==> config.mk <==
export PLATFORM = sky130hd
export DESIGN_NAME = display_command_shadow_engine
export DESIGN_NICKNAME = d
export VERILOG_FILES = /design/src/rtl/core/dcse_pkg.sv /design/src/rtl/core/display_command_shadow_engine.sv /design/src/rtl/core/dcse_front.sv /design/src/rtl/core/dcse_fifo.sv /design/src/rtl/core/dcse_back.sv
export SDC_FILE = /design/constraint.sdc
export NUM_CORES = 1
export LEC_CHECK = 0
export BUFFER_PORTS_ARGS = -buffer_cell sky130_fd_sc_hd__buf_2
export CAP_MARGIN = 30
export CORE_ASPECT_RATIO = 0.7
export CORE_MARGIN = 8
export CORE_UTILIZATION = 28
export DETAILED_ROUTE_END_ITERATION = 10
export GPL_ROUTABILITY_DRIVEN = 0
export GPL_TIMING_DRIVEN = 0
export SLEW_MARGIN = 20
export SYNTH_ARGS = -nofsm -noshare
export SYNTH_HDL_FRONTEND = slang
export SYNTH_SLANG_ARGS = --single-unit
==> constraint.sdc <==
create_clock -name clk_i -period 6 [get_ports clk_i]
set_clock_uncertainty 0.1 [all_clocks]
set_input_delay 1.5 -clock clk_i [delete_from_list [all_inputs] [get_ports clk_i]]
set_output_delay 1.5 -clock clk_i [all_outputs]
set_load 0.02 [all_outputs]
==> src/rtl/core/dcse_pkg.sv <==
`default_nettype none
// ----------------------------------------------------------------------------
// dcse_pkg
// Shared types and constants of the display command shadow engine.
// ----------------------------------------------------------------------------
package dcse_pkg;

  // Command kinds carried in the input tuser
  typedef enum logic [2:0] {
    OP_WRITE  = 3'd0,
    OP_CLEAR  = 3'd1,
    OP_BLINK  = 3'd2,
    OP_SHIFT  = 3'd3,
    OP_DELETE = 3'd4,
    OP_MOVE   = 3'd5,
    OP_SCROLL = 3'd6,
    OP_RESET  = 3'd7
  } op_e;

  // Configuration register indexes
  localparam int unsigned NUM_REGS   = 7;
  localparam int unsigned REG_IDX_W  = 3;
  localparam logic [REG_IDX_W-1:0] REG_CLEAR      = 3'd0;
  localparam logic [REG_IDX_W-1:0] REG_HOME       = 3'd1;
  localparam logic [REG_IDX_W-1:0] REG_CURSOR_ON  = 3'd2;
  localparam logic [REG_IDX_W-1:0] REG_CURSOR_OFF = 3'd3;
  localparam logic [REG_IDX_W-1:0] REG_RIGHT      = 3'd4;
  localparam logic [REG_IDX_W-1:0] REG_LEFT       = 3'd5;
  localparam logic [REG_IDX_W-1:0] REG_ERASE      = 3'd6;

  // Character constants
  localparam logic [7:0] CHAR_SPACE = 8'h20;
  localparam logic [7:0] CHAR_MIN   = 8'h20;
  localparam logic [7:0] CHAR_MAX   = 8'h7E;
  localparam logic [7:0] CHAR_UP_S  = 8'h53;
  localparam logic [7:0] CHAR_LO_S  = 8'h73;
  localparam logic [7:0] CHAR_FIVE  = 8'h35;

  // Stream widths
  localparam int unsigned IN_DATA_W  = 32;
  localparam int unsigned IN_USER_W  = 3;
  localparam int unsigned OUT_DATA_W = 8;
  localparam int unsigned OUT_USER_W = 2;

  // Command queue between front and back
  localparam int unsigned Q_DEPTH = 2;

  // Decoded command handed from front to back
  typedef struct packed {
    op_e        kind;
    logic [7:0] ch;
    logic       ok;     // character accepted / move position not clamped
    logic [7:0] count;
    logic [7:0] pos;    // already clamped to the last digit
    logic       right;
    logic       wrap;
    logic       blink;
  } cmd_t;

  // Letter S in either case goes out as digit five
  function automatic logic [7:0] subst_s(input logic [7:0] b);
    logic [7:0] r;
    r = b;
    if (b == CHAR_UP_S || b == CHAR_LO_S) begin
      r = CHAR_FIVE;
    end
    return r;
  endfunction

endpackage
`default_nettype wire

==> src/rtl/core/display_command_shadow_engine.sv <==
`default_nettype none
// ----------------------------------------------------------------------------
// display_command_shadow_engine
// Turns display commands into display command bytes and keeps a shadow copy
// of the displayed text and the cursor.
// ----------------------------------------------------------------------------
// Channel   Dir  Handshake            Payload
// s_axis    in   tvalid/tready        tdata: command fields, tuser: opcode
// m_axis    out  tvalid/tready        tdata: code, tuser: flags, tlast
// cfg       in   cfg_valid/cfg_ready  cfg_index, cfg_data (always ready)
//
// The back sequencer sends one result per cycle unless the output stalls:
// a write gives one or two, shift, delete and move up to DIGITS, scroll
// DIGITS+3, others one. A command passes through the front stage and the
// two-entry queue, then is dispatched in the back before its results.
// Reset blanks the text through per-slot valid bits, no sweep.
// A stalled output holds the sequencer; the front keeps filling the queue.
// ----------------------------------------------------------------------------
module display_command_shadow_engine import dcse_pkg::*; #(
  parameter int DIGITS = 16
) (
  input  wire logic                  clk_i,
  input  wire logic                  rst_ni,
  // s_axis_tdata: character[7:0], count[15:8], position[23:16],
  //               direction_right[24], wrap[25], blink_on[26], zero[31:27]
  // s_axis_tuser: opcode[2:0]
  input  wire logic                  s_axis_tvalid,
  output logic                       s_axis_tready,
  input  wire logic [IN_DATA_W-1:0]  s_axis_tdata,
  input  wire logic [IN_USER_W-1:0]  s_axis_tuser,
  // m_axis_tdata: code[7:0]
  // m_axis_tuser: code_valid[0], ok[1]
  output logic                       m_axis_tvalid,
  input  wire logic                  m_axis_tready,
  output logic [OUT_DATA_W-1:0]      m_axis_tdata,
  output logic [OUT_USER_W-1:0]      m_axis_tuser,
  output logic                       m_axis_tlast,
  input  wire logic                  cfg_valid_i,
  output logic                       cfg_ready_o,
  input  wire logic [REG_IDX_W-1:0]  cfg_index_i,
  input  wire logic [7:0]            cfg_data_i
);

  logic front_vld;
  logic front_rdy;
  cmd_t front_cmd;
  logic q_vld;
  logic q_rdy;
  cmd_t q_cmd;

  // Command classification
  dcse_front #(
    .DIGITS (DIGITS)
  ) u_front (
    .clk_i         (clk_i),
    .rst_ni        (rst_ni),
    .s_axis_tvalid (s_axis_tvalid),
    .s_axis_tready (s_axis_tready),
    .s_axis_tdata  (s_axis_tdata),
    .s_axis_tuser  (s_axis_tuser),
    .cmd_vld_o     (front_vld),
    .cmd_o         (front_cmd),
    .cmd_rdy_i     (front_rdy)
  );

  // Command queue
  dcse_fifo u_fifo (
    .clk_i      (clk_i),
    .rst_ni     (rst_ni),
    .push_vld_i (front_vld),
    .push_rdy_o (front_rdy),
    .push_cmd_i (front_cmd),
    .pop_vld_o  (q_vld),
    .pop_rdy_i  (q_rdy),
    .pop_cmd_o  (q_cmd)
  );

  // Command execution
  dcse_back #(
    .DIGITS (DIGITS)
  ) u_back (
    .clk_i         (clk_i),
    .rst_ni        (rst_ni),
    .cmd_vld_i     (q_vld),
    .cmd_rdy_o     (q_rdy),
    .cmd_i         (q_cmd),
    .cfg_valid_i   (cfg_valid_i),
    .cfg_ready_o   (cfg_ready_o),
    .cfg_index_i   (cfg_index_i),
    .cfg_data_i    (cfg_data_i),
    .m_axis_tvalid (m_axis_tvalid),
    .m_axis_tready (m_axis_tready),
    .m_axis_tdata  (m_axis_tdata),
    .m_axis_tuser  (m_axis_tuser),
    .m_axis_tlast  (m_axis_tlast)
  );

endmodule
`default_nettype wire

==> src/rtl/core/dcse_front.sv <==
`default_nettype none
// ----------------------------------------------------------------------------
// dcse_front
// Accepts command transfers, classifies them and holds one decoded command.
// ----------------------------------------------------------------------------
module dcse_front import dcse_pkg::*; #(
  parameter int DIGITS = 16
) (
  input  wire logic                 clk_i,
  input  wire logic                 rst_ni,
  input  wire logic                 s_axis_tvalid,
  output logic                      s_axis_tready,
  input  wire logic [IN_DATA_W-1:0] s_axis_tdata,
  input  wire logic [IN_USER_W-1:0] s_axis_tuser,
  output logic                      cmd_vld_o,
  output cmd_t                      cmd_o,
  input  wire logic                 cmd_rdy_i
);

  localparam logic [7:0] POS_END  = 8'(DIGITS);
  localparam logic [7:0] POS_LAST = 8'(DIGITS - 1);

  logic       stage_vld_q;
  cmd_t       stage_q;
  cmd_t       dec;
  logic [7:0] ch;
  logic [7:0] pos;
  logic       take;

  // Field split and classification
  always_comb begin
    ch        = s_axis_tdata[7:0];
    pos       = s_axis_tdata[23:16];
    dec.kind  = op_e'(s_axis_tuser);
    dec.ch    = ch;
    dec.count = s_axis_tdata[15:8];
    dec.right = s_axis_tdata[24];
    dec.wrap  = s_axis_tdata[25];
    dec.blink = s_axis_tdata[26];
    dec.pos   = (pos >= POS_END) ? POS_LAST : pos;
    case (dec.kind)
      OP_WRITE: dec.ok = (ch >= CHAR_MIN) && (ch <= CHAR_MAX);
      OP_MOVE:  dec.ok = (pos < POS_END);
      default:  dec.ok = 1'b1;
    endcase
  end

  assign s_axis_tready = !stage_vld_q || cmd_rdy_i;
  assign take          = s_axis_tvalid && s_axis_tready;
  assign cmd_vld_o     = stage_vld_q;
  assign cmd_o         = stage_q;

  // Decoded command stage
  always_ff @(posedge clk_i or negedge rst_ni) begin
    if (!rst_ni) begin
      stage_vld_q <= 1'b0;
    end else if (take) begin
      stage_vld_q <= 1'b1;
    end else if (cmd_rdy_i) begin
      stage_vld_q <= 1'b0;
    end
  end

  always_ff @(posedge clk_i) begin
    if (take) begin
      stage_q <= dec;
    end
  end

endmodule
`default_nettype wire

==> src/rtl/core/dcse_fifo.sv <==
`default_nettype none
// ----------------------------------------------------------------------------
// dcse_fifo
// Short command queue that decouples the front from the back.
// ----------------------------------------------------------------------------
module dcse_fifo import dcse_pkg::*; (
  input  wire logic clk_i,
  input  wire logic rst_ni,
  input  wire logic push_vld_i,
  output logic      push_rdy_o,
  input  cmd_t      push_cmd_i,
  output logic      pop_vld_o,
  input  wire logic pop_rdy_i,
  output cmd_t      pop_cmd_o
);

  localparam int unsigned PW = $clog2(Q_DEPTH);
  localparam int unsigned CNT_W = $clog2(Q_DEPTH + 1);
  localparam logic [CNT_W-1:0] CNT_FULL = CNT_W'(Q_DEPTH);

  cmd_t             slots_q [Q_DEPTH];
  logic [PW-1:0]    wr_ptr_q;
  logic [PW-1:0]    rd_ptr_q;
  logic [CNT_W-1:0] cnt_q;
  logic             push;
  logic             pop;

  assign push_rdy_o = (cnt_q != CNT_FULL);
  assign pop_vld_o  = (cnt_q != '0);
  assign push       = push_vld_i && push_rdy_o;
  assign pop        = pop_vld_o && pop_rdy_i;
  assign pop_cmd_o  = slots_q[rd_ptr_q];

  // Pointers and fill count
  always_ff @(posedge clk_i or negedge rst_ni) begin
    if (!rst_ni) begin
      wr_ptr_q <= '0;
      rd_ptr_q <= '0;
      cnt_q    <= '0;
    end else begin
      if (push) begin
        wr_ptr_q <= (wr_ptr_q == PW'(Q_DEPTH - 1)) ? '0 : wr_ptr_q + 1'b1;
      end
      if (pop) begin
        rd_ptr_q <= (rd_ptr_q == PW'(Q_DEPTH - 1)) ? '0 : rd_ptr_q + 1'b1;
      end
      if (push && !pop) begin
        cnt_q <= cnt_q + 1'b1;
      end else if (pop && !push) begin
        cnt_q <= cnt_q - 1'b1;
      end
    end
  end

  // Slot storage
  always_ff @(posedge clk_i) begin
    if (push) begin
      slots_q[wr_ptr_q] <= push_cmd_i;
    end
  end

endmodule
`default_nettype wire

==> src/rtl/core/dcse_back.sv <==
`default_nettype none
// ----------------------------------------------------------------------------
// dcse_back
// Command sequencer: shadow text, cursor, command codes and the byte output.
// ----------------------------------------------------------------------------
module dcse_back import dcse_pkg::*; #(
  parameter int DIGITS = 16
) (
  input  wire logic                  clk_i,
  input  wire logic                  rst_ni,
  input  wire logic                  cmd_vld_i,
  output logic                       cmd_rdy_o,
  input  cmd_t                       cmd_i,
  input  wire logic                  cfg_valid_i,
  output logic                       cfg_ready_o,
  input  wire logic [REG_IDX_W-1:0]  cfg_index_i,
  input  wire logic [7:0]            cfg_data_i,
  output logic                       m_axis_tvalid,
  input  wire logic                  m_axis_tready,
  output logic [OUT_DATA_W-1:0]      m_axis_tdata,
  output logic [OUT_USER_W-1:0]      m_axis_tuser,
  output logic                       m_axis_tlast
);

  localparam int unsigned IW = $clog2(DIGITS);
  localparam int unsigned CW = $clog2(DIGITS + 1);
  localparam logic [IW:0]   DIG_W    = (IW + 1)'(DIGITS);
  localparam logic [IW-1:0] IDX_LAST = IW'(DIGITS - 1);
  localparam logic [CW-1:0] CUR_END  = CW'(DIGITS);
  localparam logic [CW-1:0] CUR_LAST = CW'(DIGITS - 1);

  typedef enum logic [3:0] {
    S_IDLE,
    S_NONE,
    S_SINGLE,
    S_WR_CHAR,
    S_WR_HOME,
    S_STEP,
    S_SCR_CLR,
    S_SCR_HOME,
    S_SCR_CHAR,
    S_SCR_END
  } state_e;

  state_e            state_q;
  cmd_t              cmd_q;
  logic [7:0]        regs_q [NUM_REGS];
  logic [CW-1:0]     cursor_q;
  logic [IW-1:0]     base_q;
  logic [IW-1:0]     idx_q;
  logic [7:0]        rem_q;
  logic              right_q;
  logic              erase_q;
  logic [DIGITS-1:0] vld_q;
  logic              out_vld_q;
  logic [7:0]        out_code_q;
  logic              out_cv_q;
  logic              out_ok_q;
  logic              out_last_q;

  // Text memory, indexed by physical slot
  logic [7:0]        mem [DIGITS];
  logic [7:0]        rd_data_q;
  logic              rd_vld_q;

  logic              emit_ok;
  logic              emit;
  logic [7:0]        emit_byte;
  logic              emit_cv;
  logic              emit_last;
  logic              pop;
  state_e            pop_state;
  logic [7:0]        pop_rem;
  logic              pop_right;
  logic              pop_erase;
  logic [7:0]        cur8;
  logic [IW-1:0]     base_new;
  logic [IW-1:0]     blank_addr;
  logic              rd_en;
  logic [IW-1:0]     rd_addr;
  logic              wr_en;
  logic [IW-1:0]     cur_phys;
  logic              step_last;

  // Logical text index to physical slot, text rotates by base
  function automatic logic [IW-1:0] phys(input logic [IW-1:0] j,
                                         input logic [IW-1:0] b);
    logic [IW:0] s;
    s = {1'b0, j} + {1'b0, b};
    if (s >= DIG_W) begin
      s = s - DIG_W;
    end
    return s[IW-1:0];
  endfunction

  assign cfg_ready_o = 1'b1;
  assign emit_ok     = !out_vld_q || m_axis_tready;
  assign pop         = (state_q == S_IDLE) && cmd_vld_i;
  assign cmd_rdy_o   = (state_q == S_IDLE);
  assign cur8        = 8'(cursor_q);
  assign cur_phys    = phys(cursor_q[IW-1:0], base_q);

  // Dispatch of a newly popped command
  always_comb begin
    pop_state  = S_NONE;
    pop_rem    = cmd_i.count;
    pop_right  = cmd_i.right;
    pop_erase  = 1'b0;
    base_new   = base_q;
    blank_addr = base_q;
    case (cmd_i.kind)
      OP_WRITE: pop_state = cmd_i.ok ? S_WR_CHAR : S_NONE;
      OP_CLEAR: pop_state = S_SINGLE;
      OP_BLINK: pop_state = S_SINGLE;
      OP_SHIFT: begin
        if (cmd_i.count != '0 &&
            (cmd_i.right ? (cursor_q < CUR_END) : (cursor_q != '0))) begin
          pop_state = S_STEP;
        end
      end
      OP_DELETE: begin
        pop_right = 1'b1;
        pop_erase = 1'b1;
        if (cmd_i.count != '0 && cursor_q < CUR_END) begin
          pop_state = S_STEP;
        end
      end
      OP_MOVE: begin
        pop_right = (cmd_i.pos > cur8);
        pop_rem   = pop_right ? (cmd_i.pos - cur8) : (cur8 - cmd_i.pos);
        if (cmd_i.pos != cur8) begin
          pop_state = S_STEP;
        end
      end
      OP_SCROLL: begin
        pop_state = S_SCR_CLR;
        if (cmd_i.right) begin
          base_new   = (base_q == '0) ? IDX_LAST : base_q - 1'b1;
          blank_addr = base_new;
        end else begin
          base_new   = (base_q == IDX_LAST) ? '0 : base_q + 1'b1;
          blank_addr = base_q;
        end
      end
      default: pop_state = S_NONE;
    endcase
  end

  // Last step of shift, delete or move
  assign step_last = (rem_q == 8'd1) ||
                     (right_q ? (cursor_q == CUR_LAST) : (cursor_q == CW'(1)));

  // Result byte of the current state
  always_comb begin
    emit      = 1'b0;
    emit_byte = '0;
    emit_cv   = 1'b1;
    emit_last = 1'b0;
    rd_en     = 1'b0;
    rd_addr   = base_q;
    wr_en     = 1'b0;
    case (state_q)
      S_NONE: begin
        emit      = emit_ok;
        emit_cv   = 1'b0;
        emit_last = 1'b1;
      end
      S_SINGLE: begin
        emit      = emit_ok;
        emit_last = 1'b1;
        if (cmd_q.kind == OP_BLINK) begin
          emit_byte = cmd_q.blink ? regs_q[REG_CURSOR_ON] : regs_q[REG_CURSOR_OFF];
        end else begin
          emit_byte = regs_q[REG_CLEAR];
        end
      end
      S_WR_CHAR: begin
        emit      = emit_ok;
        emit_byte = cmd_q.ch;
        emit_last = (cursor_q < CUR_LAST);
        wr_en     = emit_ok && (cursor_q < CUR_END);
      end
      S_WR_HOME: begin
        emit      = emit_ok;
        emit_byte = regs_q[REG_HOME];
        emit_last = 1'b1;
      end
      S_STEP: begin
        emit      = emit_ok;
        emit_last = step_last;
        if (erase_q) begin
          emit_byte = regs_q[REG_ERASE];
        end else if (right_q) begin
          emit_byte = regs_q[REG_RIGHT];
        end else begin
          emit_byte = regs_q[REG_LEFT];
        end
      end
      S_SCR_CLR: begin
        emit      = emit_ok;
        emit_byte = regs_q[REG_CLEAR];
      end
      S_SCR_HOME: begin
        emit      = emit_ok;
        emit_byte = regs_q[REG_HOME];
        rd_en     = emit_ok;
        rd_addr   = base_q;
      end
      S_SCR_CHAR: begin
        emit      = emit_ok;
        emit_byte = rd_vld_q ? rd_data_q : CHAR_SPACE;
        rd_en     = emit_ok && (idx_q != IDX_LAST);
        rd_addr   = phys(idx_q + 1'b1, base_q);
      end
      S_SCR_END: begin
        emit      = emit_ok;
        emit_byte = regs_q[REG_HOME];
        emit_last = 1'b1;
      end
      default: emit = 1'b0;
    endcase
  end

  // Sequencer, shadow state, command codes and output register
  always_ff @(posedge clk_i or negedge rst_ni) begin
    if (!rst_ni) begin
      state_q    <= S_IDLE;
      cmd_q      <= '0;
      cursor_q   <= '0;
      base_q     <= '0;
      idx_q      <= '0;
      rem_q      <= '0;
      right_q    <= 1'b0;
      erase_q    <= 1'b0;
      vld_q      <= '0;
      out_vld_q  <= 1'b0;
      out_code_q <= '0;
      out_cv_q   <= 1'b0;
      out_ok_q   <= 1'b0;
      out_last_q <= 1'b0;
      for (int r = 0; r < NUM_REGS; r++) begin
        regs_q[r] <= '0;
      end
    end else begin
      // configuration writes, indexes past the list are dropped
      if (cfg_valid_i && (cfg_index_i < REG_IDX_W'(NUM_REGS))) begin
        regs_q[cfg_index_i] <= cfg_data_i;
      end

      // output register
      if (emit) begin
        out_vld_q  <= 1'b1;
        out_code_q <= emit_cv ? subst_s(emit_byte) : '0;
        out_cv_q   <= emit_cv;
        out_ok_q   <= cmd_q.ok;
        out_last_q <= emit_last;
      end else if (m_axis_tready) begin
        out_vld_q <= 1'b0;
      end

      if (pop) begin
        cmd_q   <= cmd_i;
        state_q <= pop_state;
        rem_q   <= pop_rem;
        right_q <= pop_right;
        erase_q <= pop_erase;
        case (cmd_i.kind)
          OP_CLEAR: vld_q <= '0;
          OP_SCROLL: begin
            base_q <= base_new;
            if (!cmd_i.wrap) begin
              vld_q[blank_addr] <= 1'b0;
            end
          end
          OP_RESET: begin
            vld_q    <= '0;
            cursor_q <= '0;
          end
          default: vld_q <= vld_q;
        endcase
      end else if (emit) begin
        case (state_q)
          S_NONE:   state_q <= S_IDLE;
          S_SINGLE: state_q <= S_IDLE;
          S_WR_CHAR: begin
            if (cursor_q < CUR_END) begin
              vld_q[cur_phys] <= 1'b1;
            end
            if (cursor_q >= CUR_LAST) begin
              state_q <= S_WR_HOME;
            end else begin
              cursor_q <= cursor_q + 1'b1;
              state_q  <= S_IDLE;
            end
          end
          S_WR_HOME: begin
            cursor_q <= '0;
            state_q  <= S_IDLE;
          end
          S_STEP: begin
            if (erase_q) begin
              vld_q[cur_phys] <= 1'b0;
            end
            cursor_q <= right_q ? cursor_q + 1'b1 : cursor_q - 1'b1;
            rem_q    <= rem_q - 1'b1;
            if (step_last) begin
              state_q <= S_IDLE;
            end
          end
          S_SCR_CLR: state_q <= S_SCR_HOME;
          S_SCR_HOME: begin
            cursor_q <= '0;
            idx_q    <= '0;
            state_q  <= S_SCR_CHAR;
          end
          S_SCR_CHAR: begin
            idx_q <= idx_q + 1'b1;
            if (idx_q == IDX_LAST) begin
              state_q <= S_SCR_END;
            end
          end
          S_SCR_END: state_q <= S_IDLE;
          default:   state_q <= S_IDLE;
        endcase
      end
    end
  end

  // Text memory: character writes and registered scroll reads
  always_ff @(posedge clk_i) begin
    if (wr_en) begin
      mem[cur_phys] <= cmd_q.ch;
    end
    if (rd_en) begin
      rd_data_q <= mem[rd_addr];
      rd_vld_q  <= vld_q[rd_addr];
    end
  end

  assign m_axis_tvalid = out_vld_q;
  assign m_axis_tdata  = out_code_q;
  assign m_axis_tuser  = {out_ok_q, out_cv_q};
  assign m_axis_tlast  = out_last_q;

`ifndef SYNTHESIS
  // cursor never passes the slot one beyond the end
  a_cursor_range: assert property (@(posedge clk_i) disable iff (!rst_ni)
    cursor_q <= CUR_END) else $error("cursor beyond end");

  // rotation base stays inside the text
  a_base_range: assert property (@(posedge clk_i) disable iff (!rst_ni)
    base_q <= IDX_LAST) else $error("text base out of range");

  // a result without a byte is always the only result of its command
  a_nobyte_last: assert property (@(posedge clk_i) disable iff (!rst_ni)
    (out_vld_q && !out_cv_q) |-> out_last_q) else $error("empty result not last");

  // within a command the next result follows right after a transfer
  a_no_gap: assert property (@(posedge clk_i) disable iff (!rst_ni)
    (out_vld_q && m_axis_tready && !out_last_q) |=> out_vld_q)
    else $error("gap inside a command");
`endif

endmodule
`default_nettype wire

==> results summary <==
The flow ran to the end, and the final reports show no timing, DRC or antenna violations. The signal on the critical path passes through buf_4 -> buf_6 -> clkbuf_1 -> clkbuf_1 -> mux2i_1 -> inv_1 -> ha_1 -> clkbuf_1 -> nor2b_1 -> o31a_1 -> a311oi_4 -> a21oi_1 -> o21ai_0 -> nand2_1. In this run, CTS created clock tree buffers numbering 36. The leading cell type in the layout, fill and taps excluded is sky130_fd_sc_hd__edfxtp_1. The hold-critical path depth came out at 0.

The setup fix buffers added after clock tree synthesis came out at 0. The worst hold slack after final layout came out at 0.3447 ns. The endpoint arrival time on the critical path is 5.20 ns. The leakage power is 7.570 nW. For this run, the number of Yosys warnings is 0. For the worst-skew pair, the clock arrives at the later sink with an insertion delay of 0.53 ns.

Before antenna repair, the detailed router went through 5 iterations. The count of hold buffers inserted by post-cts repair is 0. The I/O pin count came out at 65.

The startpoint identified for the worst register-to-register timing path is u_fifo.rd_ptr_q. After routing, the total negative slack on setup checks comes to 0 ns. The number of global-route vias before repair is 10890. The synthesis-to-layout area growth is 15.51%. The die covers 68770 µm².

In this run, distinct cell masters in the synthesized netlist total 94. The die boundary height is 221.8 µm. In the final routed layout, each cell accounts on average for 19.61 µm. TritonCTS built the clock tree.

The largest net degree at the start of global routing is 73. The worst setup path is captured at a register. The number of buffers and inverters on the critical path came out at 6. The final critical delay including setup and external delays is 4.929 ns. The synthesized netlist cell count is 1244. The cell sitting at the root of the clock tree is a sky130_fd_sc_hd__clkbuf_16. In this run the tool buffered the top-level ports with 56 buffer cells. The final antenna diode count is 0. The HPWL after detailed placement is 31400 µm.

The remaining max-slew budget at the tightest pin is 27.16%. The worst IR drop on VDD is 0.0002009 V. Static timing analysis puts the maximum clock frequency at 202.9 MHz.

The first-pass GRT wire length is 65650 µm. The starting density of the core came out at 28.30%. The area of the core came out at 59870 µm². The count of unresolved DRC violations after routing came out at 0. The count of flip-flops with a built-in enable after synthesis came out at 230. The number of cells in the design after placement is 2116. Setup repair after global routing left no endpoint under its margin.

The startpoint identified for the worst hold timing path is u_front.cmd_o[15]. Grouping stages by cell kind, the critical path spends the most delay in buffers and inverters. By area the synthesized netlist is led by sky130_fd_sc_hd__edfxtp_1 (41%), sky130_fd_sc_hd__dfrtp_1 (19%), sky130_fd_sc_hd__mux2i_1 (4.7%). The CTS H-tree depth came out at 2. Summed over its instances, the top area cell type makes up 40.76% of the synthesized netlist area.

The number of filler instances in the final layout is 5917. The synthesized area per cell is 13.62 µm². The final antenna-violating net count is 0.

The number of design-rule violations left by the first detailed-router iteration is 1078. By instance count, the cell type seen most on the critical path is sky130_fd_sc_hd__clkbuf_1. The total power draw is 0.005851 W. The clock sink count came out at 359. The final count of pins violating max slew was 0. The endpoint identified for the worst register-to-register timing path is u_back.right_q. The number of hold violations in the final report is 0. The number of failing setup endpoints in the final timing report is 0. The end point of the worst hold path is u_fifo.slots_q[0][15]. The initial antenna violation count was 2. The routed via count came out at 11000. The startpoint kind of the worst setup timing path is a register.

The number of nets in the layout is 1434. Of all cell types, the one taking the most synthesized area is sky130_fd_sc_hd__edfxtp_1. At the worst endpoint, the required time is 6.28 ns.

The total detailed-routing wirelength came out at 42840 µm. The standard-cell row count came out at 75. The post-route fraction of the period consumed by the critical path is 82.15%.

The worst-path cell with the longest stage delay is sky130_fd_sc_hd__clkbuf_1. The worst register-to-register path has a setup slack of 1.07 ns. The worst register-to-register path has a depth of 14.

The total standard cell area after synthesis came out at 16950 µm². The maximum root-to-sink buffer count came out at 3. The aggregate global routing overflow is 0. The library cells used most frequently in the layout, excluding fill and tap cells, are sky130_fd_sc_hd__edfxtp_1 (230), sky130_fd_sc_hd__dfrtp_1 (129), sky130_fd_sc_hd__nand2_1 (87).

Gates resized during post-CTS repair numbered 0. The clock-pin slew of the registers on the worst-case setup and hold paths came out at 0.06 ns. Global routing consumed, over all layers together, 12.17% of the routing resources.

The die is 310.0 µm wide. The number of cells in the finished layout apart from fillers came out at 2184. The detail-routed via count per cell is 5.037. In the final layout, the share of cells above drive strength 1 is 19.40%. The tightest min-delay check is of the register to register type.

The register bit count reported by yosys is 359. The fraction of registers with async set/reset is 35.93%. The highest cell delay on the worst timing path came out at 0.66 ns. The count of maximum capacitance violations is 0. The critical path is of the register to register type. The power density over cell area is 298.9 nW/µm².

The sequential fraction of the synthesis area came out at 59.81%. The slew at the pin closest to its max-slew limit is 1.090 ns. In the synthesized netlist the dominant register cell turns out to be sky130_fd_sc_hd__edfxtp_1.

The largest fanout on the critical path is 10.
Yosys cell counts, drive strengths merged (25+ instances only):
| cell | instances |
|---|---|
| edfxtp | 230 |
| dfrtp | 129 |
| nand2 | 87 |
| o21ai | 87 |
| mux2i | 79 |
| mux2 | 70 |
| nor2 | 59 |
| a21oi | 42 |
| mux4 | 36 |
| inv | 30 |
| buf | 28 |
| ha | 28 |
| clkbuf | 26 |
| nand3 | 25 |
worst max path at each step:
stage / end / slack (ns) / cells past startpoint / start
after global routing: u_back.rem_q[7] / 0.84 / 14 / u_fifo.rd_ptr_q
after global placement: u_back.rem_q[7] / 1.26 / 14 / u_fifo.rd_ptr_q
after CTS: u_back.right_q / 1.14 / 14 / u_fifo.rd_ptr_q
final: u_back.right_q / 1.07 / 14 / u_fifo.rd_ptr_q
after detailed placement: u_back.right_q / 1.17 / 14 / u_fifo.rd_ptr_q
after floorplan: u_back.rem_q[3] / 2.20 / 14 / u_fifo.rd_ptr_q
where the power goes:
part | total (W) | switching (W) | internal (W)
Combinational | 0.000600 | 0.000353 | 0.000248
Clock | 0.00222 | 0.000961 | 0.00126
Sequential | 0.00303 | 0.000120 | 0.00291
sequential cells by signal, summed over array words and instances, names as in the netlist, 2 cells and up, named ones only:
signal / cells
u_fifo.cnt_q: 2
u_back.m_axis_tdata: 8
u_back.rd_data_q: 8
u_back.mem: 128
u_back.rem_q: 8
u_back.regs_q: 56
u_back.base_q: 4
u_back.idx_q: 4
u_fifo.slots_q: 62
u_back.state_q: 4
u_front.cmd_o: 31
u_back.cmd_q: 13
u_back.cursor_q: 5
routing by layer:
| metal | up-vias | track usage [%] | routed length, µm |
|---|---|---|---|
| li1 | 4997 | - | - |
| met1 | 5554 | 19.29 | 21510 |
| met2 | 412 | 16.10 | 16960 |
| met3 | 37 | 3.596 | 3901 |
| met4 | 0 | 2.075 | 459 |
| met5 | - | 0 | 0 |
cells by family after synthesis:
group,after synthesis,synth area share (%)
adder cells (fa/ha/maj),32,2.540
AND/OR/NAND/NOR,307,9.607
flip-flops,359,59.81
multiplexers,185,14.37
other,2,0.04432
AO/OA/AOI/OAI,245,9.703
XOR/XNOR,29,1.543
buffers and inverters,85,2.385
final cells by class:
cell class	instances	area (µm²)	area share [%]
Buffer	54	287.8	1.470
Clock buffer	48	1028	5.255
Clock inverter	15	117.6	0.6009
Inverter	31	116.4	0.5945
Multi-Input combinational cell	803	6451	32.96
Sequential cell	359	10130	51.78
Tap cell	808	1011	5.165
Timing Repair Buffer	66	425.4	2.173
metrics by stage:
stage	setup slack (ns)	area [µm²]	utilization (%)
floorplan	2.203	16960	-
global route	0.8410	19570	32.69
finish	1.071	19570	32.69
detailed placement	1.174	18390	30.71
CTS	1.137	19530	32.62
global placement	1.259	18250	30.48
(Power assumes the default switching activity.)
